==> src/sv/msbi_pkg.sv <==
// Shared constants, types and helper functions for the moment source injector.
// Used by msbi_front, msbi_queue, msbi_back and the top level; depends on nothing.
package msbi_pkg;

   // Position fraction bits and the 3x3 neighbourhood
   localparam int FRAC_BITS = 8;
   localparam int NBR_SIDE  = 3;

   // Field widths
   localparam int POS_W  = 20;
   localparam int M_W    = 24;
   localparam int IDX_W  = 25;
   localparam int SRC_W  = 16;
   localparam int INJ_W  = 44;
   localparam int DER_W  = 36;
   localparam int WSO_W  = 19;
   localparam int GD_W   = 12;
   localparam int PAD_W  = 8;

   // Configuration port
   localparam int CSR_IDX_W  = 1;
   localparam int CSR_DATA_W = 12;
   localparam logic [CSR_IDX_W-1:0] REG_GRID_DEPTH    = 1'b0;
   localparam logic [CSR_IDX_W-1:0] REG_PAD_THICKNESS = 1'b1;
   localparam logic [GD_W-1:0]  GRID_DEPTH_RESET = 12'd256;
   localparam logic [PAD_W-1:0] PAD_RESET        = 8'd20;

   // Output scales
   localparam int OUT_FRAC_I = 16;
   localparam int OUT_FRAC_D = 8;

   // Internal widths
   localparam int SKEW_W = FRAC_BITS + 1;
   localparam int RND_W  = POS_W + 1 - FRAC_BITS;
   localparam int RXP_W  = ((RND_W > PAD_W) ? RND_W : PAD_W) + 1;
   localparam int NZP_W  = GD_W + 1;
   localparam int COLP_W = RXP_W + NZP_W;
   localparam int WT_W   = 2 * SKEW_W;
   localparam int AB_W   = SKEW_W + 1;
   localparam int WS_W   = 2 * FRAC_BITS + 2;
   localparam int DS_W   = FRAC_BITS + 3;
   localparam int PI_W   = M_W + WS_W;
   localparam int PD_W   = M_W + DS_W;
   localparam int IS_W   = PI_W + 1;
   localparam int DSUM_W = PD_W + 1;

   // Rescale shifts: one of each pair is zero
   localparam int SHL_I = (2 * FRAC_BITS < OUT_FRAC_I) ? OUT_FRAC_I - 2 * FRAC_BITS : 0;
   localparam int SHR_I = (2 * FRAC_BITS > OUT_FRAC_I) ? 2 * FRAC_BITS - OUT_FRAC_I : 0;
   localparam int SHL_D = (FRAC_BITS < OUT_FRAC_D) ? OUT_FRAC_D - FRAC_BITS : 0;
   localparam int SHR_D = (FRAC_BITS > OUT_FRAC_D) ? FRAC_BITS - OUT_FRAC_D : 0;
   localparam int EXT_I = IS_W + SHL_I + INJ_W;
   localparam int EXT_D = DSUM_W + SHL_D + DER_W;
   localparam int EXT_W = WS_W + SHL_I + WSO_W;

   // Stream word layout
   localparam int OFF_PZ       = POS_W;
   localparam int OFF_M11      = 2 * POS_W;
   localparam int OFF_M12      = OFF_M11 + M_W;
   localparam int OFF_M22      = OFF_M12 + M_W;
   localparam int REQ_FIELDS_W = 2 * POS_W + 3 * M_W;
   localparam int REQ_TDATA_W  = ((REQ_FIELDS_W + 7) / 8) * 8;
   localparam int RSP_FIELDS_W = IDX_W + SRC_W + 2 * INJ_W + 4 * DER_W + 2 * WSO_W;
   localparam int RSP_TDATA_W  = ((RSP_FIELDS_W + 7) / 8) * 8;

   localparam logic [SKEW_W-1:0] SKEW_ONE = {1'b1, {FRAC_BITS{1'b0}}};

   // Lower-left (dx, dz) of each corner block: NE, SE, SW, NW
   localparam int CORNER_DX [4] = '{0, 0, -1, -1};
   localparam int CORNER_DZ [4] = '{-1, 0, 0, -1};

   typedef logic [1:0] cellpos_type;
   localparam cellpos_type LAST_POS = 2'(NBR_SIDE - 1);

   typedef logic signed [WS_W-1:0] wsum_type;

   // One classified source, as held in the queue
   typedef struct packed {
      logic signed [WT_W-1:0] w0;
      logic signed [WT_W-1:0] w1;
      logic signed [WT_W-1:0] w2;
      logic signed [WT_W-1:0] w3;
      logic signed [AB_W-1:0] a0;
      logic signed [AB_W-1:0] a1;
      logic signed [AB_W-1:0] a2;
      logic signed [AB_W-1:0] a3;
      logic signed [AB_W-1:0] b0;
      logic signed [AB_W-1:0] b1;
      logic signed [AB_W-1:0] b2;
      logic signed [AB_W-1:0] b3;
      logic signed [M_W-1:0]  m11;
      logic signed [M_W-1:0]  m12;
      logic signed [M_W-1:0]  m22;
      logic [IDX_W-1:0]       col_prod;
      logic [RXP_W-1:0]       rz_pad;
      logic [NZP_W-1:0]       nzp;
      logic [SRC_W-1:0]       src;
   } job_type;

   typedef struct packed {
      logic full;
      logic empty;
   } q_stat_type;

   // Skew from the fraction: one when whole, else the fraction with its top bit flipped
   function automatic logic [SKEW_W-1:0] skew_of(input logic [FRAC_BITS-1:0] frac);
      if (frac == '0) begin
         return SKEW_ONE;
      end
      return {1'b0, ~frac[FRAC_BITS-1], frac[FRAC_BITS-2:0]};
   endfunction

   // Round half up to a whole grid coordinate
   function automatic logic [RND_W-1:0] round_of(input logic [POS_W-1:0] p);
      return RND_W'(p[POS_W-1:FRAC_BITS]) + RND_W'(p[FRAC_BITS-1]);
   endfunction

   // Sum of the corner quantities that land on one cell, signed by the x or z stencil
   function automatic wsum_type cell_sum(input cellpos_type col, input cellpos_type row,
                                         input logic z_axis,
                                         input wsum_type q0, input wsum_type q1,
                                         input wsum_type q2, input wsum_type q3);
      wsum_type q [4];
      wsum_type acc;
      int       dx;
      int       dz;
      logic     in_x;
      logic     in_z;
      logic     upper;
      q   = '{q0, q1, q2, q3};
      acc = '0;
      dx  = int'(col) - 1;
      dz  = int'(row) - 1;
      for (int c = 0; c < 4; c++) begin
         in_x  = (dx == CORNER_DX[c]) || (dx == CORNER_DX[c] + 1);
         in_z  = (dz == CORNER_DZ[c]) || (dz == CORNER_DZ[c] + 1);
         upper = z_axis ? (dz == CORNER_DZ[c] + 1) : (dx == CORNER_DX[c] + 1);
         if (in_x && in_z) begin
            acc = upper ? acc + q[c] : acc - q[c];
         end
      end
      return acc;
   endfunction

endpackage

==> src/sv/msbi_front.sv <==
// Front end: configuration registers, source counter, skew, weights and index base.
// Two register stages feed msbi_queue; depends on msbi_pkg.
module msbi_front (
   input  logic                                clock,
   input  logic                                reset,
   input  logic                                req_tvalid,
   output logic                                req_tready,
   // pos_x, pos_z, moment_xx, moment_xz, moment_zz
   input  logic [msbi_pkg::REQ_TDATA_W-1:0]    req_tdata,
   input  logic                                csr_wen,
   input  logic [msbi_pkg::CSR_IDX_W-1:0]      csr_index,
   input  logic [msbi_pkg::CSR_DATA_W-1:0]     csr_wdata,
   input  msbi_pkg::q_stat_type                q_stat,
   output logic                                push,
   output msbi_pkg::job_type                   push_job
);
   import msbi_pkg::*;

   logic [GD_W-1:0]  grid_depth_ff;
   logic [PAD_W-1:0] pad_ff;
   logic [SRC_W-1:0] src_ff;

   logic adv;
   logic accept;

   logic s1_valid_ff, s1_valid_in;
   logic s2_valid_ff, s2_valid_in;

   logic [POS_W-1:0]  px, pz;
   logic [RND_W-1:0]  rx, rz;
   logic [SKEW_W-1:0] xs_in, zs_in;

   logic [SKEW_W-1:0]      s1_xs_ff, s1_zs_ff, s1_xc_ff, s1_zc_ff;
   logic [RXP_W-1:0]       s1_rx_pad_ff, s1_rz_pad_ff;
   logic [NZP_W-1:0]       s1_nzp_ff;
   logic signed [M_W-1:0]  s1_m11_ff, s1_m12_ff, s1_m22_ff;
   logic [SRC_W-1:0]       s1_src_ff;

   logic [WT_W-1:0]   w0_u, w1_u, w2_u, w3_u;
   logic [COLP_W-1:0] col_full;
   job_type           job_in;
   job_type           s2_job_ff;

   // Hold the whole front while the queue is full and stage 2 holds a source
   assign adv        = !s2_valid_ff || !q_stat.full;
   assign req_tready = adv;
   assign accept     = req_tvalid && adv;
   assign push       = s2_valid_ff && !q_stat.full;
   assign push_job   = s2_job_ff;

   // Configuration writes
   always_ff @(posedge clock) begin
      if (reset) begin
         grid_depth_ff <= GRID_DEPTH_RESET;
         pad_ff        <= PAD_RESET;
      end else if (csr_wen) begin
         unique case (csr_index)
            REG_GRID_DEPTH:    grid_depth_ff <= csr_wdata[GD_W-1:0];
            REG_PAD_THICKNESS: pad_ff        <= csr_wdata[PAD_W-1:0];
         endcase
      end
   end

   // Count sources as they are taken
   always_ff @(posedge clock) begin
      if (reset) begin
         src_ff <= '0;
      end else if (accept) begin
         src_ff <= src_ff + SRC_W'(1);
      end
   end

   // Stage valid flags
   always_comb begin
      s1_valid_in = adv ? accept : s1_valid_ff;
      s2_valid_in = adv ? s1_valid_ff : s2_valid_ff;
   end

   always_ff @(posedge clock) begin
      if (reset) begin
         s1_valid_ff <= 1'b0;
         s2_valid_ff <= 1'b0;
      end else begin
         s1_valid_ff <= s1_valid_in;
         s2_valid_ff <= s2_valid_in;
      end
   end

   // Stage 1: round and pad positions, form skews and their complements
   always_comb begin
      px    = req_tdata[POS_W-1:0];
      pz    = req_tdata[OFF_PZ +: POS_W];
      rx    = round_of(px);
      rz    = round_of(pz);
      xs_in = skew_of(px[FRAC_BITS-1:0]);
      zs_in = skew_of(pz[FRAC_BITS-1:0]);
   end

   always_ff @(posedge clock) begin
      if (adv) begin
         s1_xs_ff     <= xs_in;
         s1_zs_ff     <= zs_in;
         s1_xc_ff     <= SKEW_ONE - xs_in;
         s1_zc_ff     <= SKEW_ONE - zs_in;
         s1_rx_pad_ff <= RXP_W'(rx) + RXP_W'(pad_ff);
         s1_rz_pad_ff <= RXP_W'(rz) + RXP_W'(pad_ff);
         s1_nzp_ff    <= NZP_W'(grid_depth_ff) + NZP_W'({pad_ff, 1'b0});
         s1_m11_ff    <= req_tdata[OFF_M11 +: M_W];
         s1_m12_ff    <= req_tdata[OFF_M12 +: M_W];
         s1_m22_ff    <= req_tdata[OFF_M22 +: M_W];
         s1_src_ff    <= src_ff;
      end
   end

   // Stage 2: corner weights, skew derivatives and column product
   always_comb begin
      w0_u     = WT_W'(s1_zc_ff) * WT_W'(s1_xs_ff);
      w1_u     = WT_W'(s1_zs_ff) * WT_W'(s1_xs_ff);
      w2_u     = WT_W'(s1_zs_ff) * WT_W'(s1_xc_ff);
      w3_u     = WT_W'(s1_zc_ff) * WT_W'(s1_xc_ff);
      col_full = COLP_W'(s1_rx_pad_ff) * COLP_W'(s1_nzp_ff);

      job_in.w0       = $signed(w0_u);
      job_in.w1       = $signed(w1_u);
      job_in.w2       = $signed(w2_u);
      job_in.w3       = $signed(w3_u);
      job_in.a0       = $signed({1'b0, s1_zc_ff});
      job_in.a1       = $signed({1'b0, s1_zs_ff});
      job_in.a2       = -$signed({1'b0, s1_zs_ff});
      job_in.a3       = -$signed({1'b0, s1_zc_ff});
      job_in.b0       = -$signed({1'b0, s1_xs_ff});
      job_in.b1       = $signed({1'b0, s1_xs_ff});
      job_in.b2       = $signed({1'b0, s1_xc_ff});
      job_in.b3       = -$signed({1'b0, s1_xc_ff});
      job_in.m11      = s1_m11_ff;
      job_in.m12      = s1_m12_ff;
      job_in.m22      = s1_m22_ff;
      job_in.col_prod = IDX_W'(col_full);
      job_in.rz_pad   = s1_rz_pad_ff;
      job_in.nzp      = s1_nzp_ff;
      job_in.src      = s1_src_ff;
   end

   always_ff @(posedge clock) begin
      if (adv) begin
         s2_job_ff <= job_in;
      end
   end

endmodule

==> config.mk <==
export PLATFORM = sky130hd
export DESIGN_NAME = msbi_front
export DESIGN_NICKNAME = d
export VERILOG_FILES = /design/src/sv/msbi_pkg.sv /design/src/sv/msbi_front.sv
export SDC_FILE = /design/constraint.sdc
export NUM_CORES = 2
export LEC_CHECK = 0
export BUFFER_PORTS_ARGS = -buffer_cell sky130_fd_sc_hd__clkbuf_2
export CAP_MARGIN = 20
export CORE_MARGIN = 1.5
export CORE_UTILIZATION = 34
export CTS_CLUSTER_DIAMETER = 40
export DETAILED_ROUTE_END_ITERATION = 12
export HOLD_SLACK_MARGIN = 0.08
export PLACE_DENSITY_LB_ADDON = 0.08
export SYNTH_ARGS = -nofsm -noshare
export SYNTH_HDL_FRONTEND = slang
export SYNTH_SLANG_ARGS = --single-unit
export TNS_END_PERCENT = 1
==> constraint.sdc <==
create_clock -name clock -period 27.4 [get_ports clock]
set_clock_uncertainty 0.05 [all_clocks]
set_input_delay 4.11 -clock clock [delete_from_list [all_inputs] [get_ports clock]]
set_output_delay 4.11 -clock clock [all_outputs]
set_load 0.005 [all_outputs]
# Word-level counts from Yosys, hierarchy flattened
# Index checks and enable logic that the tools add are counted.
# W data, S select, Z words.
# word_totals
mem_count	0
romBits	0
ramBits	0
in_bits	131
reg_bits	491
word_cells	70
output_inout_bits	294
latch_bits	0
# classes
n_div	0
addsub	12
n_reduce_logical	9
n_lt_le_gt_ge	0
bitwise_logic	3
shift	0
n_eq_ne	0
multipliers	5
mux	6
# ops
operator	n
$mul A9 B9 Y18	4
$neg A9 Y10	4
$mux W9	4
$add A13 B8 Y14	2
$add A12 B1 Y13	2
$mul A14 B13 Y25	1
$sub A9 B9 Y9 const A	2
$add A16 B1 Y16 const B	1
$logic_not A8 Y1	2
$add A12 B9 Y13	1
$reduce_and A2 Y1	2
$not A1 Y1	3
$logic_and A1 B1 Y1	2
$logic_not A1 Y1	2
$mux W1	2
$logic_or A1 B1 Y1	1

# Longest topological paths before layout
# logic_depth
ltp_word	4
depth_mapped	20
depth_no_buf	19

# Least setup slack after synthesis
# OpenSTA, ideal clock, no wires.
# synth_timing
path_type	input port to output port
startpoint	input port q_stat[1] (netlist name)
endpoint	output port req_tready
path_slack_ps	9919
required_time_ps	23240
arrival_time_ps	13321
path_stages	1
path_buffers	0
path_cell_list	nand2_1
# synth_between
elab_chain_cells	2
# synth_rtl
element	line	text
start: declaration	msbi_front.sv:13	input msbi_pkg::q_stat_type q_stat,
$logic_not A1 Y1	msbi_front.sv:45	assign adv = !s2_valid_ff || !q_stat.full;
$logic_or A1 B1 Y1	msbi_front.sv:45	
end: declaration	msbi_front.sv:7	output logic req_tready,
# No other way between the ends.

# Final worst setup path
# Same ends and word-level chain as after synthesis.

==> impl_metrics.tcl <==
set metrics [dict create \
    cp-end-kind "output port" \
    relSlewSlack 0.258 \
    power_density_nw_per_um2 100 \
    fin_crit_sh 0.331 \
    grt_pass1_wl_um 128000 \
    fillerInstances 9126 \
    crit_buf_inv 2 \
    syn_avg_cell_area_sq_um 11.6 \
    path_class "in -> out" \
    clock_path_buffers 3 \
    yosys_warnings 0 \
    yosysTopAreaCell "edfxtp_1" \
    vias 20800 \
    synth-seq-cells 477 \
    synthCells 2779 \
    overflow 0 \
    synthToLayoutAreaGrowth_pct 20.0 \
    postCtsSetupRepairBufs 0 \
    cts_root_buf "clkbuf_16" \
    cp.required_ns 23.24 \
    synthArstFlopShare 0 \
    antenna_found_initial 7 \
    status "complete, no violations" \
    layout-drive-gt1-share 0.191 \
    ios 425 \
    reg2reg_depth 17 \
    dieArea_sq_um 96700 \
    path_cells "clkbuf_2 > nand2_4 > clkbuf_2" \
    synth_top_cell_area_share 0.409 \
    tightest_slew_ns 1.11 \
    cts_tree "built" \
    cp_top_family "simple AND/OR/NAND/NOR gates" \
    grt_pass1_vias 22400 \
    vias_per_cell 4.59 \
    seq_area_frac_synth 0.432 \
    htreeDepth 3 \
    first_iter_violations 988 \
    setup_viol_count_final 0 \
    die_x_um 311 \
    ctsResizeCount 0 \
    clock-sinks 477 \
    max_stage_delay_ns 0.44 \
    antenna_left 0 \
    crit_top_cell "clkbuf_2" \
    start_kind "input port" \
    fin_setup_tns_ns 0 \
    crit_arrival_ns 4.90 \
    grt_max_degree 156 \
    drc 0 \
    rows 112 \
    total_power_mw 3.89 \
    final_max_slew_viol_count 0 \
    path_max_fanout 41 \
    path_depth 3 \
    fin_crit_ns 9.06 \
    maxCapViolCount 0 \
    hold_violations 0 \
    netlist_area_sq_um 32200 \
    hold_buffers 0 \
    drt-wirelength-per-cell_um 17.9 \
    clk_pin_slew_ns 0.04 \
    synth_area_leaders "edfxtp_1, fa_1, ha_1" \
    dp_slack_ns 18.31 \
    synthDistinctLibCells 62 \
    numCtsBuffers 89 \
    die_h_um 311 \
    synth_edf_count 439 \
    port_buffers 418 \
    first_pass_iters 5 \
    rsz0062_at_grt "false" \
    initial_core_util 0.344 \
    grtUsageTotal 0.169 \
    hp-class "reg -> reg" \
    nNetsFinal 3896 \
    gp_congestion 0.782 \
    synth_flop_cell "edfxtp_1" \
    clock_latency_ns 0.66 \
    power.leakage_nw 17.9 \
    routed_wl_um 80800 \
    critPathSlowestCell "nand2_4" \
    hpwl_um 60600 \
    fmax_ghz 0.110 \
    min_path_cells 0 \
    coreArea_sq_um 93600 \
    worst_slack_ns 18.34 \
    peakVddDrop_uv 59.8 \
]
-- report_power, final --
part / total [mW] / switching [mW] / internal, mW
Combinational: 1.72 / 0.991 / 0.731
Clock: 1.09 / 0.400 / 0.690
Sequential: 1.07 / 0.0713 / 1.00
Total: 3.89 / 1.46 / 2.42
-- stage by stage --
step / util / instance area (sq um) / std cells / hold slack [ns]
after floorplan: - / 32300 / 2783 / 0.350
after CTS: 0.413 / 38700 / 4518 / 0.356
after global placement: 0.380 / 35600 / 4353 / 0.350
final: 0.413 / 38700 / 4520 / 0.349
after global routing: 0.413 / 38700 / 4519 / 0.365
after detailed placement: 0.381 / 35600 / 4354 / 0.355
-- layout make-up --
type | instances | area, sq um | share of cell area
well taps | 1254 | 1570 | 0.0406
inverters | 469 | 1760 | 0.0455
diodes | 2 | 5.00 | 0.000129
flip-flops and latches | 477 | 13900 | 0.360
repair buffers | 446 | 2330 | 0.0604
clock buffers | 96 | 2250 | 0.0583
clock inverters | 68 | 787 | 0.0203
multi-input cells | 1708 | 16000 | 0.414
-- cells by family (layout without fill, tap and decap cells) --
group	Yosys count	after routing	share of synthesized area
simple gates	767	767	0.115
xor+xnor	146	146	0.0397
fa+ha+maj	574	574	0.298
compound gates	215	215	0.0431
buf+inv	598	1079	0.0713
flops	477	477	0.432
other cells	1	7	0.000116
mux	1	1	0.000310
-- sequential cells by signal (all words and copies together), names as in the netlist --
| register | flops |
|---|---|
| s1_m22_ff | 24 |
| s1_valid_ff | 1 |
| s1_zc_ff | 8 |
| s2_valid_ff | 1 |
| s1_zs_ff | 9 |
| s1_rx_pad_ff | 13 |
| s1_xc_ff | 8 |
| s1_rz_pad_ff | 13 |
| pad_ff | 8 |
| s1_xs_ff | 9 |
| s1_nzp_ff | 13 |
| src_ff | 16 |
| grid_depth_ff | 12 |
| s1_m11_ff | 24 |
| push_job | 278 |
| s1_m12_ff | 24 |
| s1_src_ff | 16 |
-- layer usage --
metal,routed length [um],vias to the layer above,track usage
met5,54,-,0
li1,-,9772,-
met4,1860,8,0.0490
met1,36500,10300,0.225
met2,37100,507,0.268
met3,5340,141,0.0473
-- final timing paths --
kind / start / endpoint / slack [ns]
setup / recovery: q_stat[1] / req_tready / 18.34
hold / removal: s1_m22_ff[4]$_DFFE_PN_ / push_job[72]$_DFFE_PN_ / 0.35
setup reg to reg: s1_nzp_ff[8]$_DFFE_PN_ / push_job[67]$_DFFE_PN_ / 21.67
hold reg to reg: s1_m22_ff[4]$_DFFE_PN_ / push_job[72]$_DFFE_PN_ / 0.35
-- layout by cell type, fill, tap and decap left out, drive strengths merged, types with 9 or more instances in the layout --
cell type,n
a211oi,9
fa,325
o21bai,11
bufinv,9
nor2b,18
and2,195
nand2,358
nand2b,10
clkinvlp,10
nor3,27
o21ai,37
a21o,19
xor2,56
nand3,18
dfxtp,38
o211ai,9
edfxtp,439
clkbuf,514
ha,249
nand4,9
nor2,93
buf,28
xnor2,90
clkinv,39
o21a,18
inv,479
a21oi,83
nor4,9
-- synth_stat cells, types with 3 or more instances --
| master | count |
|---|---|
| inv_1 | 467 |
| edfxtp_1 | 439 |
| nand2_1 | 356 |
| fa_1 | 325 |
| ha_1 | 249 |
| and2_1 | 195 |
| clkbuf_1 | 109 |
| nor2_1 | 93 |
| xnor2_1 | 90 |
| a21oi_1 | 79 |
| xor2_1 | 56 |
| dfxtp_1 | 38 |
| o21ai_1 | 27 |
| nor3_1 | 24 |
| a21o_1 | 19 |
| nand3_1 | 18 |
| nor2b_1 | 18 |
| o21a_1 | 17 |
| buf_4 | 14 |
| o21bai_1 | 11 |
| nand2b_1 | 10 |
| nand4_1 | 9 |
| o211ai_1 | 9 |
| o21ai_0 | 9 |
| nor4_1 | 7 |
| and3_1 | 6 |
| or3_1 | 6 |
| a211oi_1 | 5 |
| a41oi_1 | 5 |
| buf_1 | 5 |
| a211oi_2 | 4 |
| a21boi_1 | 4 |
| a21oi_2 | 4 |
| a31oi_1 | 4 |
| nand3b_1 | 3 |
| nor3b_1 | 3 |
| nor4b_1 | 3 |
| o22ai_1 | 3 |
| o41ai_2 | 3 |
| or4_1 | 3 |
Power figures use the tool's default switching activity.
