===== config.mk =====
export PLATFORM = sky130hd
export DESIGN_NAME = msbi_queue
export DESIGN_NICKNAME = d
export VERILOG_FILES = /design/src/sv/msbi_pkg.sv /design/src/sv/msbi_queue.sv
export SDC_FILE = /design/constraint.sdc
export NUM_CORES = 1
export LEC_CHECK = 0
export BUFFER_PORTS_ARGS = -buffer_cell sky130_fd_sc_hd__buf_4
export CAP_MARGIN = 40
export CELL_PAD_IN_SITES_DETAIL_PLACEMENT = 1
export CELL_PAD_IN_SITES_GLOBAL_PLACEMENT = 2
export CORE_UTILIZATION = 36
export CTS_BUF_LIST = sky130_fd_sc_hd__clkbuf_8
export CTS_CLUSTER_DIAMETER = 120
export DETAILED_ROUTE_END_ITERATION = 8
export GPL_TIMING_DRIVEN = 0
export PLACE_DENSITY_LB_ADDON = 0.1
export SLEW_MARGIN = 20
export SYNTH_ARGS = -nofsm -noshare
export SYNTH_HDL_FRONTEND = slang
export SYNTH_SLANG_ARGS = --single-unit

===== constraint.sdc =====
create_clock -name clock -period 14.2 [get_ports clock]
set_input_delay 1.42 -clock clock [delete_from_list [all_inputs] [get_ports clock]]
set_output_delay 1.42 -clock clock [all_outputs]
set_load 0.01 [all_outputs]

===== src/sv/msbi_pkg.sv =====
// Shared constants, types and helper functions for the moment source injector.
// Used by msbi_front, msbi_queue, msbi_back and the top level; depends on nothing.
package msbi_pkg;

   // Position fraction bits and the 3x3 neighbourhood
   localparam int FRAC_BITS = 8;
   localparam int NBR_SIDE  = 3;

   // Field widths
   localparam int POS_W  = 20;
   localparam int M_W    = 24;
   localparam int IDX_W  = 25;
   localparam int SRC_W  = 16;
   localparam int INJ_W  = 44;
   localparam int DER_W  = 36;
   localparam int WSO_W  = 19;
   localparam int GD_W   = 12;
   localparam int PAD_W  = 8;

   // Configuration port
   localparam int CSR_IDX_W  = 1;
   localparam int CSR_DATA_W = 12;
   localparam logic [CSR_IDX_W-1:0] REG_GRID_DEPTH    = 1'b0;
   localparam logic [CSR_IDX_W-1:0] REG_PAD_THICKNESS = 1'b1;
   localparam logic [GD_W-1:0]  GRID_DEPTH_RESET = 12'd256;
   localparam logic [PAD_W-1:0] PAD_RESET        = 8'd20;

   // Output scales
   localparam int OUT_FRAC_I = 16;
   localparam int OUT_FRAC_D = 8;

   // Internal widths
   localparam int SKEW_W = FRAC_BITS + 1;
   localparam int RND_W  = POS_W + 1 - FRAC_BITS;
   localparam int RXP_W  = ((RND_W > PAD_W) ? RND_W : PAD_W) + 1;
   localparam int NZP_W  = GD_W + 1;
   localparam int COLP_W = RXP_W + NZP_W;
   localparam int WT_W   = 2 * SKEW_W;
   localparam int AB_W   = SKEW_W + 1;
   localparam int WS_W   = 2 * FRAC_BITS + 2;
   localparam int DS_W   = FRAC_BITS + 3;
   localparam int PI_W   = M_W + WS_W;
   localparam int PD_W   = M_W + DS_W;
   localparam int IS_W   = PI_W + 1;
   localparam int DSUM_W = PD_W + 1;

   // Rescale shifts: one of each pair is zero
   localparam int SHL_I = (2 * FRAC_BITS < OUT_FRAC_I) ? OUT_FRAC_I - 2 * FRAC_BITS : 0;
   localparam int SHR_I = (2 * FRAC_BITS > OUT_FRAC_I) ? 2 * FRAC_BITS - OUT_FRAC_I : 0;
   localparam int SHL_D = (FRAC_BITS < OUT_FRAC_D) ? OUT_FRAC_D - FRAC_BITS : 0;
   localparam int SHR_D = (FRAC_BITS > OUT_FRAC_D) ? FRAC_BITS - OUT_FRAC_D : 0;
   localparam int EXT_I = IS_W + SHL_I + INJ_W;
   localparam int EXT_D = DSUM_W + SHL_D + DER_W;
   localparam int EXT_W = WS_W + SHL_I + WSO_W;

   // Stream word layout
   localparam int OFF_PZ       = POS_W;
   localparam int OFF_M11      = 2 * POS_W;
   localparam int OFF_M12      = OFF_M11 + M_W;
   localparam int OFF_M22      = OFF_M12 + M_W;
   localparam int REQ_FIELDS_W = 2 * POS_W + 3 * M_W;
   localparam int REQ_TDATA_W  = ((REQ_FIELDS_W + 7) / 8) * 8;
   localparam int RSP_FIELDS_W = IDX_W + SRC_W + 2 * INJ_W + 4 * DER_W + 2 * WSO_W;
   localparam int RSP_TDATA_W  = ((RSP_FIELDS_W + 7) / 8) * 8;

   localparam logic [SKEW_W-1:0] SKEW_ONE = {1'b1, {FRAC_BITS{1'b0}}};

   // Lower-left (dx, dz) of each corner block: NE, SE, SW, NW
   localparam int CORNER_DX [4] = '{0, 0, -1, -1};
   localparam int CORNER_DZ [4] = '{-1, 0, 0, -1};

   typedef logic [1:0] cellpos_type;
   localparam cellpos_type LAST_POS = 2'(NBR_SIDE - 1);

   typedef logic signed [WS_W-1:0] wsum_type;

   // One classified source, as held in the queue
   typedef struct packed {
      logic signed [WT_W-1:0] w0;
      logic signed [WT_W-1:0] w1;
      logic signed [WT_W-1:0] w2;
      logic signed [WT_W-1:0] w3;
      logic signed [AB_W-1:0] a0;
      logic signed [AB_W-1:0] a1;
      logic signed [AB_W-1:0] a2;
      logic signed [AB_W-1:0] a3;
      logic signed [AB_W-1:0] b0;
      logic signed [AB_W-1:0] b1;
      logic signed [AB_W-1:0] b2;
      logic signed [AB_W-1:0] b3;
      logic signed [M_W-1:0]  m11;
      logic signed [M_W-1:0]  m12;
      logic signed [M_W-1:0]  m22;
      logic [IDX_W-1:0]       col_prod;
      logic [RXP_W-1:0]       rz_pad;
      logic [NZP_W-1:0]       nzp;
      logic [SRC_W-1:0]       src;
   } job_type;

   typedef struct packed {
      logic full;
      logic empty;
   } q_stat_type;

   // Skew from the fraction: one when whole, else the fraction with its top bit flipped
   function automatic logic [SKEW_W-1:0] skew_of(input logic [FRAC_BITS-1:0] frac);
      if (frac == '0) begin
         return SKEW_ONE;
      end
      return {1'b0, ~frac[FRAC_BITS-1], frac[FRAC_BITS-2:0]};
   endfunction

   // Round half up to a whole grid coordinate
   function automatic logic [RND_W-1:0] round_of(input logic [POS_W-1:0] p);
      return RND_W'(p[POS_W-1:FRAC_BITS]) + RND_W'(p[FRAC_BITS-1]);
   endfunction

   // Sum of the corner quantities that land on one cell, signed by the x or z stencil
   function automatic wsum_type cell_sum(input cellpos_type col, input cellpos_type row,
                                         input logic z_axis,
                                         input wsum_type q0, input wsum_type q1,
                                         input wsum_type q2, input wsum_type q3);
      wsum_type q [4];
      wsum_type acc;
      int       dx;
      int       dz;
      logic     in_x;
      logic     in_z;
      logic     upper;
      q   = '{q0, q1, q2, q3};
      acc = '0;
      dx  = int'(col) - 1;
      dz  = int'(row) - 1;
      for (int c = 0; c < 4; c++) begin
         in_x  = (dx == CORNER_DX[c]) || (dx == CORNER_DX[c] + 1);
         in_z  = (dz == CORNER_DZ[c]) || (dz == CORNER_DZ[c] + 1);
         upper = z_axis ? (dz == CORNER_DZ[c] + 1) : (dx == CORNER_DX[c] + 1);
         if (in_x && in_z) begin
            acc = upper ? acc + q[c] : acc - q[c];
         end
      end
      return acc;
   endfunction

endpackage


===== src/sv/msbi_queue.sv =====
// Short register queue of classified sources between front and back.
// Depends on msbi_pkg for the entry and status types.
module msbi_queue #(
   parameter int DEPTH = 2
) (
   input  logic                 clock,
   input  logic                 reset,
   input  logic                 push,
   input  msbi_pkg::job_type    push_job,
   input  logic                 pop,
   output msbi_pkg::job_type    head_job,
   output msbi_pkg::q_stat_type q_stat
);
   import msbi_pkg::*;

   localparam int PTR_W = $clog2(DEPTH);
   localparam int CNT_W = $clog2(DEPTH + 1);

   job_type          store_ff [DEPTH];
   logic [PTR_W-1:0] wr_ptr_ff, wr_ptr_in;
   logic [PTR_W-1:0] rd_ptr_ff, rd_ptr_in;
   logic [CNT_W-1:0] count_ff, count_in;

   // Advance pointers and count
   always_comb begin
      wr_ptr_in = wr_ptr_ff;
      rd_ptr_in = rd_ptr_ff;
      count_in  = count_ff;
      if (push) begin
         wr_ptr_in = (wr_ptr_ff == PTR_W'(DEPTH - 1)) ? '0 : wr_ptr_ff + PTR_W'(1);
      end
      if (pop) begin
         rd_ptr_in = (rd_ptr_ff == PTR_W'(DEPTH - 1)) ? '0 : rd_ptr_ff + PTR_W'(1);
      end
      if (push && !pop) begin
         count_in = count_ff + CNT_W'(1);
      end else if (pop && !push) begin
         count_in = count_ff - CNT_W'(1);
      end
   end

   always_ff @(posedge clock) begin
      if (reset) begin
         wr_ptr_ff <= '0;
         rd_ptr_ff <= '0;
         count_ff  <= '0;
      end else begin
         wr_ptr_ff <= wr_ptr_in;
         rd_ptr_ff <= rd_ptr_in;
         count_ff  <= count_in;
      end
   end

   // Write the entry at the tail
   always_ff @(posedge clock) begin
      if (push) begin
         store_ff[wr_ptr_ff] <= push_job;
      end
   end

   assign head_job     = store_ff[rd_ptr_ff];
   assign q_stat.full  = (count_ff == CNT_W'(DEPTH));
   assign q_stat.empty = (count_ff == '0);

endmodule


## Word-level counts from Yosys, hierarchy flattened

Memory sizes are Yosys's and may differ from the RTL's. A register that Yosys moved wholly into a read port is not among the register bits.
Cells that the tools add are included.

- Reductions and logical operators: 6
- $add $sub $neg: 4
- Equal/unequal tests: 1
- Shifts and indexed selects: 0
- Bitwise gates (word level): 0
- $mul: 0
- Divide/modulo/power cells: 0
- Muxes and demuxes: 8
- $lt $le $gt $ge: 0

Operator list:

| kind | count |
|---|---|
| $mux W1 | 6 |
| $mux W2 | 2 |
| $add A1 B1 Y1 const B | 2 |
| $add A2 B1 Y2 const B | 1 |
| $eq A2 B2 Y1 const B | 1 |
| $logic_and A1 B1 Y1 | 2 |
| $logic_not A1 Y1 | 2 |
| $logic_not A2 Y1 | 1 |
| $reduce_bool A2 Y1 | 1 |
| $sub A2 B1 Y2 const B | 1 |

- Memories kept: 1
- Output and inout bits: 294
- Memory bits (read-only): 0
- Memory bits (writable): 584
- Bits of input ports: 296
- Bits in registers: 4
- Bits in latches: 0
- Word-level logic and storage cells: 23

Memory list:

| memory | depth | bits a word | read ports | clocked after memory_dff | wr ports | line | RTL |
|---|---|---|---|---|---|---|---|
| store_ff | 2 | 292 | 1 | 1 | 1 | msbi_queue.sv:19 | `job_type store_ff [DEPTH];` |

## Longest topological paths before layout

Gate-level depths: netlist of run 1.

- Word-level depth: 4
- Gate-level depth with buffers: 5
- Gate-level depth less buffers: 5

## Worst setup path before layout of run 1

Ideal clock, no wire load.

- Path kind: input to register
- Start point: input port push
- End point: memory store_ff[0][0] in the netlist's numbering (enable)
- Data required time: 13.214 ns
- Path slack: -0.759 ns
- Data arrival time: 13.973 ns
- Setup time: 0.986 ns
- Path buffers: 0
- Cell stages on the path: 1
- Cells stage by stage: nor2b_1

- Word-level cells in the longest chain between the ends: 2

RTL lines:

| element | line | RTL |
|---|---|---|
| start: declaration | msbi_queue.sv:8 | `input logic push,` |
| $mux W1 | msbi_queue.sv:56 | `if (push) begin` |
| $mux W1 (implied by the code) | msbi_queue.sv:57 | `store_ff[wr_ptr_ff] <= push_job;` |
| end: declaration | msbi_queue.sv:19 |  |

Every way passes these cells.

==> reports/metrics.yaml, run 1 <==
critical_path:
  cp.arrival_ps: 2100
  reg2reg_depth: 4
  end_kind: "primary output"
  required_ps: 12780
  reg2reg_to: "store_ff[1][36]"
  r2r_setup_slack_ps: 12030
  critPathMaxFanout: 10
  startpoint_type: "register"
  r2r-start: "wr_ptr_ff"
  path_class: "reg2out"
power:
  p_switching_w: 0.000948
  pwr-share-comb: 0.138
  internal_power_w: 0.00305
  p_leak_nw: 11.0
  pwr-share-seq: 0.514
  clkPwrFrac: 0.348
  pwr_density_cell_mw_per_mm2: 137
  swShare: 0.237
  ir_worst_vdd_v: 0.0000866
worst_hold_path:
  hp-start: "count_ff[1]"
  min_path_type: "reg2reg"
  hold_end: "count_ff[1]"
  min_path_cells: 2
clock_network:
  clock_latency_ps: 660
  clock-root-buffer: "clkbuf_8"
  path_clk_slew_ps: 50
  postCtsSetupRepairBufs: 0
  hold_buffers: 0
  cts_resized: 0
  cts_inserted_buffers: 100
  ctsHtreeMaxLevel: 3
  cts.sinks: 589
  cts_tree: "built"
  clockBufferDepth: 3
floorplan:
  fp.dieArea_mm2: 0.0604
  row_count: 88
  die_y_um: 246
  fp.dieW_um: 246
  start_util: 0.367
  coreArea_mm2: 0.0582
  pin_count: 590
finish:
  design_area_mm2: 0.0291
  finish.utilization: 0.500
  stdcell_count: 2494
  syn_to_final_growth_pct: 36.1
  drive_gt1_frac: 0.609
  final_nets: 1939
global_routing:
  gr-total-overflow: 0
  grt_pass1_vias: 12300
  grt_usage: 0.182
  grt_max_degree: 49
  antenna_found_initial: 9
  grt_pass1_wl_mm: 79.2
synth:
  synth_top_area_cell: "edfxtp_1"
  synthesis.area_mm2: 0.0214
  ys_seq_area_frac: 0.825
  yosysWarnings: 0
  synthCells: 930
  synth.area.top_cells: "edfxtp_1 82%, mux2_2 15%, buf_6 1.6%, dfxtp_1 0.47%, nor2_1 0.088%"
  ys_types: 15
  synth-seq-cells: 589
  post-synth-top-area-fraction: 0.820
  syn_nets: 1227
  syn_avg_cell_area_um2: 23.0
place:
  place.gp.congestion: 0.757
  dp_cells: 2305
  placed_area_mm2: 0.0273
  hpwl_mm: 40.6
  post-place-ws_ps: 10850
  port_buffers: 589
timing:
  slew-limit-headroom: 0.538
  finalMaxSlewViolations: 0
  timing.final.crit_share: 0.248
  period_minus_slack_ps: 3520
  rsz0062_at_grt: "no"
  tns_ps: 0
  worstMarginPinSlew_ps: 692
  setup_viol: 0
  clock.fmax_mhz: 284
  hold_violations: 0
  setup_slack_ps: 10680
  skew_ps: 16.9
routing:
  drt_first_pass_iters: 4
  drt_iter0_markers: 380
  wl_per_cell_um: 22.4
  wirelength_mm: 55.8
  num_vias: 11400
  drtAntennaViolNets: 0
  via_per_inst: 4.55
  post-route-drc-count: 0
outcome:
  status: "completed"
run:
  maxCapViolCount: 0
## cells in the final DEF, fill, tap and decap left out, types with 2 or more instances in the layout
master	count
clkbuf_8	103
clkinv_1	31
buf_4	589
clkinv_2	4
inv_1	39
buf_6	31
inv_6	2
bufinv_16	3
mux2_2	292
buf_12	12
xor2_1	2
xnor2_1	2
nor2_1	5
dfxtp_1	5
diode_2	6
edfxtp_1	584
buf_16	9
## power groups by stage
stage                     sequential [W]  combinational [W]  clock [W]
after floorplan                  0.00211           0.000242          0
after global placement           0.00214           0.000533          0
after detailed placement         0.00209           0.000564          0
after CTS                        0.00205           0.000567    0.00145
after global routing             0.00206           0.000588    0.00152
final                            0.00205           0.000550    0.00139
## through the flow
stage	total power (W)	hold slack (ps)
2_1_floorplan	0.00235	461
3_3_place_gp	0.00267	480
3_5_place_dp	0.00265	504
4_1_cts	0.00407	513
5_1_grt	0.00417	575
6_report	0.00399	508
## synth_stat cells
library cell,count
buf_2,1
dfxtp_1,5
a21oi_1,1
o21ai_0,1
or3_1,1
xnor2_1,2
xor2_1,2
buf_6,31
and2_1,1
mux2_2,292
ha_1,1
nor2_1,5
inv_1,1
nor2b_1,2
edfxtp_1,584
## cell type report
type                       instances  area, um^2
antenna                            6        15.0
fill                            5563       29100
timing repair buffer             610        4910
inverter                           1        3.75
clock inverter                    80         405
multi-input combinational        308        3400
clock buffer                     103        1420
buffer                            32         354
sequential                       589       17600
tap                              765         957
## layer usage
| layer | global-route usage | up-vias | routed length (um) |
|---|---|---|---|
| met4 | 0.0588 | 6 | 1300 |
| met5 | 0 | - | 45 |
| met1 | 0.185 | 5686 | 18900 |
| met2 | 0.326 | 387 | 29900 |
| met3 | 0.0858 | 104 | 5620 |
| li1 | - | 5172 | - |
## worst max-delay path: stages (launching register included)
cell and delay, ps:
dfxtp_1 430, buf_6 250, buf_6 190, mux2_2 390, buf_4 150
## worst max path at each step
stage                   from                to  depth (start not counted)  slack (ps)
detailed placement      push  store_ff[0][149]                          6       10850
floorplan               push    store_ff[0][0]                          1        4740
finish              register     head_job[172]                          4       10680
global route        register     head_job[184]                          4       10510
CTS                 register     head_job[184]                          4       10550
global placement        push   store_ff[0][75]                          2        -730
## kinds of logic after synthesis
group	share of synthesized area
mux	0.154
xor+xnor	0.00164
buf+inv	0.0167
compound gates	0.000468
flops	0.825
simple gates	0.00205
fa+ha+maj	0.000585
## state kept, by name, summed over array words and instances, names as in the netlist, named ones only
register	cells
store_ff	584
rd_ptr_ff	1
wr_ptr_ff	1
count_ff	2
No activity file was read; power rests on OpenSTA's default activity.
==> inputs of run 2 (changes only) <==
ABC_AREA = 1   (was default)
clock period = 2.9 ns   (was 14.2 ns; I/O delays follow)
==> run 2 against run 1 <==
Net effect:
- wire length increased by 6.2%
- die area up 0.10%
- synthesized cell count is 1.2% higher
- sequential share of layout area is 5.8 points lower
- via count is 12% higher
- synthesized area about the same
- sequential cell count is the same
- highest routed layer unchanged
==> reports/metrics.yaml, run 2 <==
outcome:
  status: "completed"
critical_path:
  critPathMaxFanout: 10  # unchanged
  reg2reg_depth: 6  # +2
  required_ps: 2610  # -10170 ps
  r2r-start: "wr_ptr_ff"
  cp.arrival_ps: 2060  # -40 ps
  end_kind: "primary output"
  critPathMaxStageDelay_ps: 430  # about the same
  cp_common_cell: "buf_6"
  path_class: "reg2out"
  slowest_stage: "dfxtp_1"
  path_cells: "buf_6 > buf_6 > mux2_2 > buf_4"
  r2r_setup_slack_ps: 690  # -11340 ps
  startpoint_type: "register"
finish:
  largest_reg_flops: 584  # unchanged
  syn_to_final_growth_pct: 50.4
  top_regs: "store_ff x584, count_ff x2"
  drive_gt1_frac: 0.524  # -0.0858
  final_nets: 2252  # +16%
  top_register: "store_ff"
  fillers: 5545  # -0.32%
  final_cell_mix: "589 x buf_4, 584 x edfxtp_1, 296 x dlygate4sd3_1"
  finish.utilization: 0.546  # +0.0468
  stdcell_count: 2806  # +13%
  final_common_cell: "buf_4"
clock_network:
  cts_inserted_buffers: 100  # unchanged
  postCtsSetupRepairBufs: 0  # unchanged
  path_clk_slew_ps: 60  # about the same
  cts_tree: "built"
  ctsHtreeMaxLevel: 3  # unchanged
  clockBufferDepth: 3  # unchanged
  hold_buffers: 296  # +296
  clock-root-buffer: "clkbuf_8"
  cts.sinks: 589  # unchanged
  cts_resized: 0  # unchanged
  clock_latency_ps: 690  # +30 ps
power:
  p_leak_nw: 12.3  # +12%
  ir_worst_vdd_v: 0.000446  # +420%
  swShare: 0.242  # +0.00471
  pwr_density_cell_mw_per_mm2: 608  # +340%
  fin_total_pwr_w: 0.0196  # +390%
  pwr-share-seq: 0.509  # -0.005
  p_switching_w: 0.00474  # +400%
  clkPwrFrac: 0.340  # -0.008
  pwr-share-comb: 0.151  # +0.013
  internal_power_w: 0.0148  # +390%
global_routing:
  grt_usage: 0.192  # +0.0103
  grt_util_met3: 0.0728  # -0.0130
  gr-total-overflow: 0  # unchanged
  grt_pass1_wl_mm: 85.8  # +8.3%
  use_met1: 0.206  # +0.0202
  top_usage_layer: "met2"
  grt_max_degree: 31  # -37%
  grt_pass1_vias: 14200  # +16%
  grt_use_met2: 0.339  # +0.0137
  antenna_found_initial: 4  # -5
routing:
  wirelength_mm: 59.3  # +6.2%
  num_vias: 12700  # +12%
  drtAntennaViolNets: 0  # unchanged
  wl_per_cell_um: 21.1  # -5.6%
  drt_first_pass_iters: 5  # +1
  post-route-drc-count: 0  # unchanged
  via_per_inst: 4.53  # -0.40%
  drt_iter0_markers: 386  # +1.6%
floorplan:
  start_util: 0.363  # -0.00376
  row_count: 89  # +1.1%
  coreArea_mm2: 0.0589  # +1.1%
  pin_count: 590  # unchanged
  fp.dieW_um: 246  # about the same
  fp.dieArea_mm2: 0.0604  # +0.10%
  die_y_um: 246  # about the same
synth:
  post-synth-top-area-fraction: 0.819  # about the same
  synthArstFlopShare: 0  # unchanged
  ys.flop_type: "edfxtp_1"
  syn_nets: 1238  # +0.90%
  synth_edf_count: 584  # unchanged
  synth_common_cells: "584 x edfxtp_1, 292 x mux2_2, 31 x buf_6"
  synth.area.top_cells: "edfxtp_1 82%, mux2_2 15%, buf_6 1.6%, dfxtp_1 0.47%, inv_1 0.16%"
  ys_types: 15  # unchanged
  synthesis.area_mm2: 0.0214  # about the same
  synthCells: 941  # +1.2%
  synth_top_area_cell: "edfxtp_1"
  yosysWarnings: 0  # unchanged
  ys_seq_area_frac: 0.824  # about the same
  synth-seq-cells: 589  # unchanged
  synth_most_common_cell: "edfxtp_1"
  syn_avg_cell_area_um2: 22.7  # -1.1%
worst_hold_path:
  min_path_cells: 2  # unchanged
  hp-start: "push_job[153]"
  min_path_type: "in2reg"
timing:
  skew_ps: 22.8  # +5.96 ps
  rsz0062_at_grt: "no"
  finalMaxSlewViolations: 0  # unchanged
  worstMarginPinSlew_ps: 704  # +11.6 ps
  timing.final.crit_share: 0.811
  hold_violations: 0  # unchanged
  slew-limit-headroom: 0.530  # -0.00789
  setup_viol: 0  # unchanged
  period_minus_slack_ps: 2350
  setup_slack_ps: 549  # -10140 ps
  clock.fmax_mhz: 425
run:
  maxCapViolCount: 0  # unchanged
place:
  place.gp.congestion: 0.745  # -1.6%
  port_buffers: 589  # unchanged
  hpwl_mm: 41.9  # +3.2%
  dp_cells: 2330  # +1.1%
  post-place-ws_ps: 510  # -10340 ps
-- run 2: cell types whose count changed in the layout (fill, tap and decap cells not counted), moves of 3 or more --
| cell | change |
|---|---|
| buf_16 | +6 |
| clkinv_1 | -6 |
| nand2_1 | +4 |
| clkinv_2 | +6 |
| dlygate4sd3_1 | +296 |
| diode_2 | -3 |
-- run 2: routing by layer --
layer	up-vias	part of all wire
met3	102	0.080
li1	5807	-
met1	6399	0.36
met5	-	0.00042
met2	413	0.53
met4	4	0.030
-- run 2: cells by family after synthesis --
kind of cell / after synthesis / synth area share
xor+xnor: 1 / 0.000409
mux: 292 / 0.154
compound gates: 2 / 0.000467
buf+inv: 41 / 0.0181
fa+ha+maj: 1 / 0.000584
simple gates: 15 / 0.00286
flops: 589 / 0.824
-- run 2: path summary, 6_finish.rpt --
kind,endpoint
max,head_job[60]
max reg2reg,store_ff[0][2]
min reg2reg,rd_ptr_ff
min,store_ff[1][153]
-- run 2: power by group through the flow --
stage | Clock, W | Combinational (W) | Sequential, W
3_3_place_gp | 0 | 0.00246 | 0.0102
6_report | 0.00665 | 0.00296 | 0.00997
2_1_floorplan | 0 | 0.00112 | 0.0102
5_1_grt | 0.00724 | 0.00314 | 0.0100
4_1_cts | 0.00691 | 0.00301 | 0.00997
3_5_place_dp | 0 | 0.00263 | 0.0101
-- run 2: through the flow --
step	area, um^2	hold slack, ps	TNS [ps]
floorplan	21400	362	-1291060
global placement	26800	474	-3155410
detailed placement	27500	478	0
CTS	32200	251	0
global route	32200	274	0
finish	32200	336	0
-- run 2: critical path, delay by kind of cell, from the launching register on --
family	cells	cell delay (ps)
buf+inv	3	610
flops	1	430
mux	1	350
-- run 2: cell type report --
class                   instances  area [um^2]  area share
diodes                          3         7.51    0.000233
plain buffers                  32          354      0.0110
clock buffers                 101         1390      0.0432
clock inverters                76          364      0.0113
inverters                       9         40.0     0.00124
multi-input cells             311         3390       0.105
flip-flops and latches        589        17600       0.548
well taps                     773          967      0.0300
repair buffers                912         8040       0.250
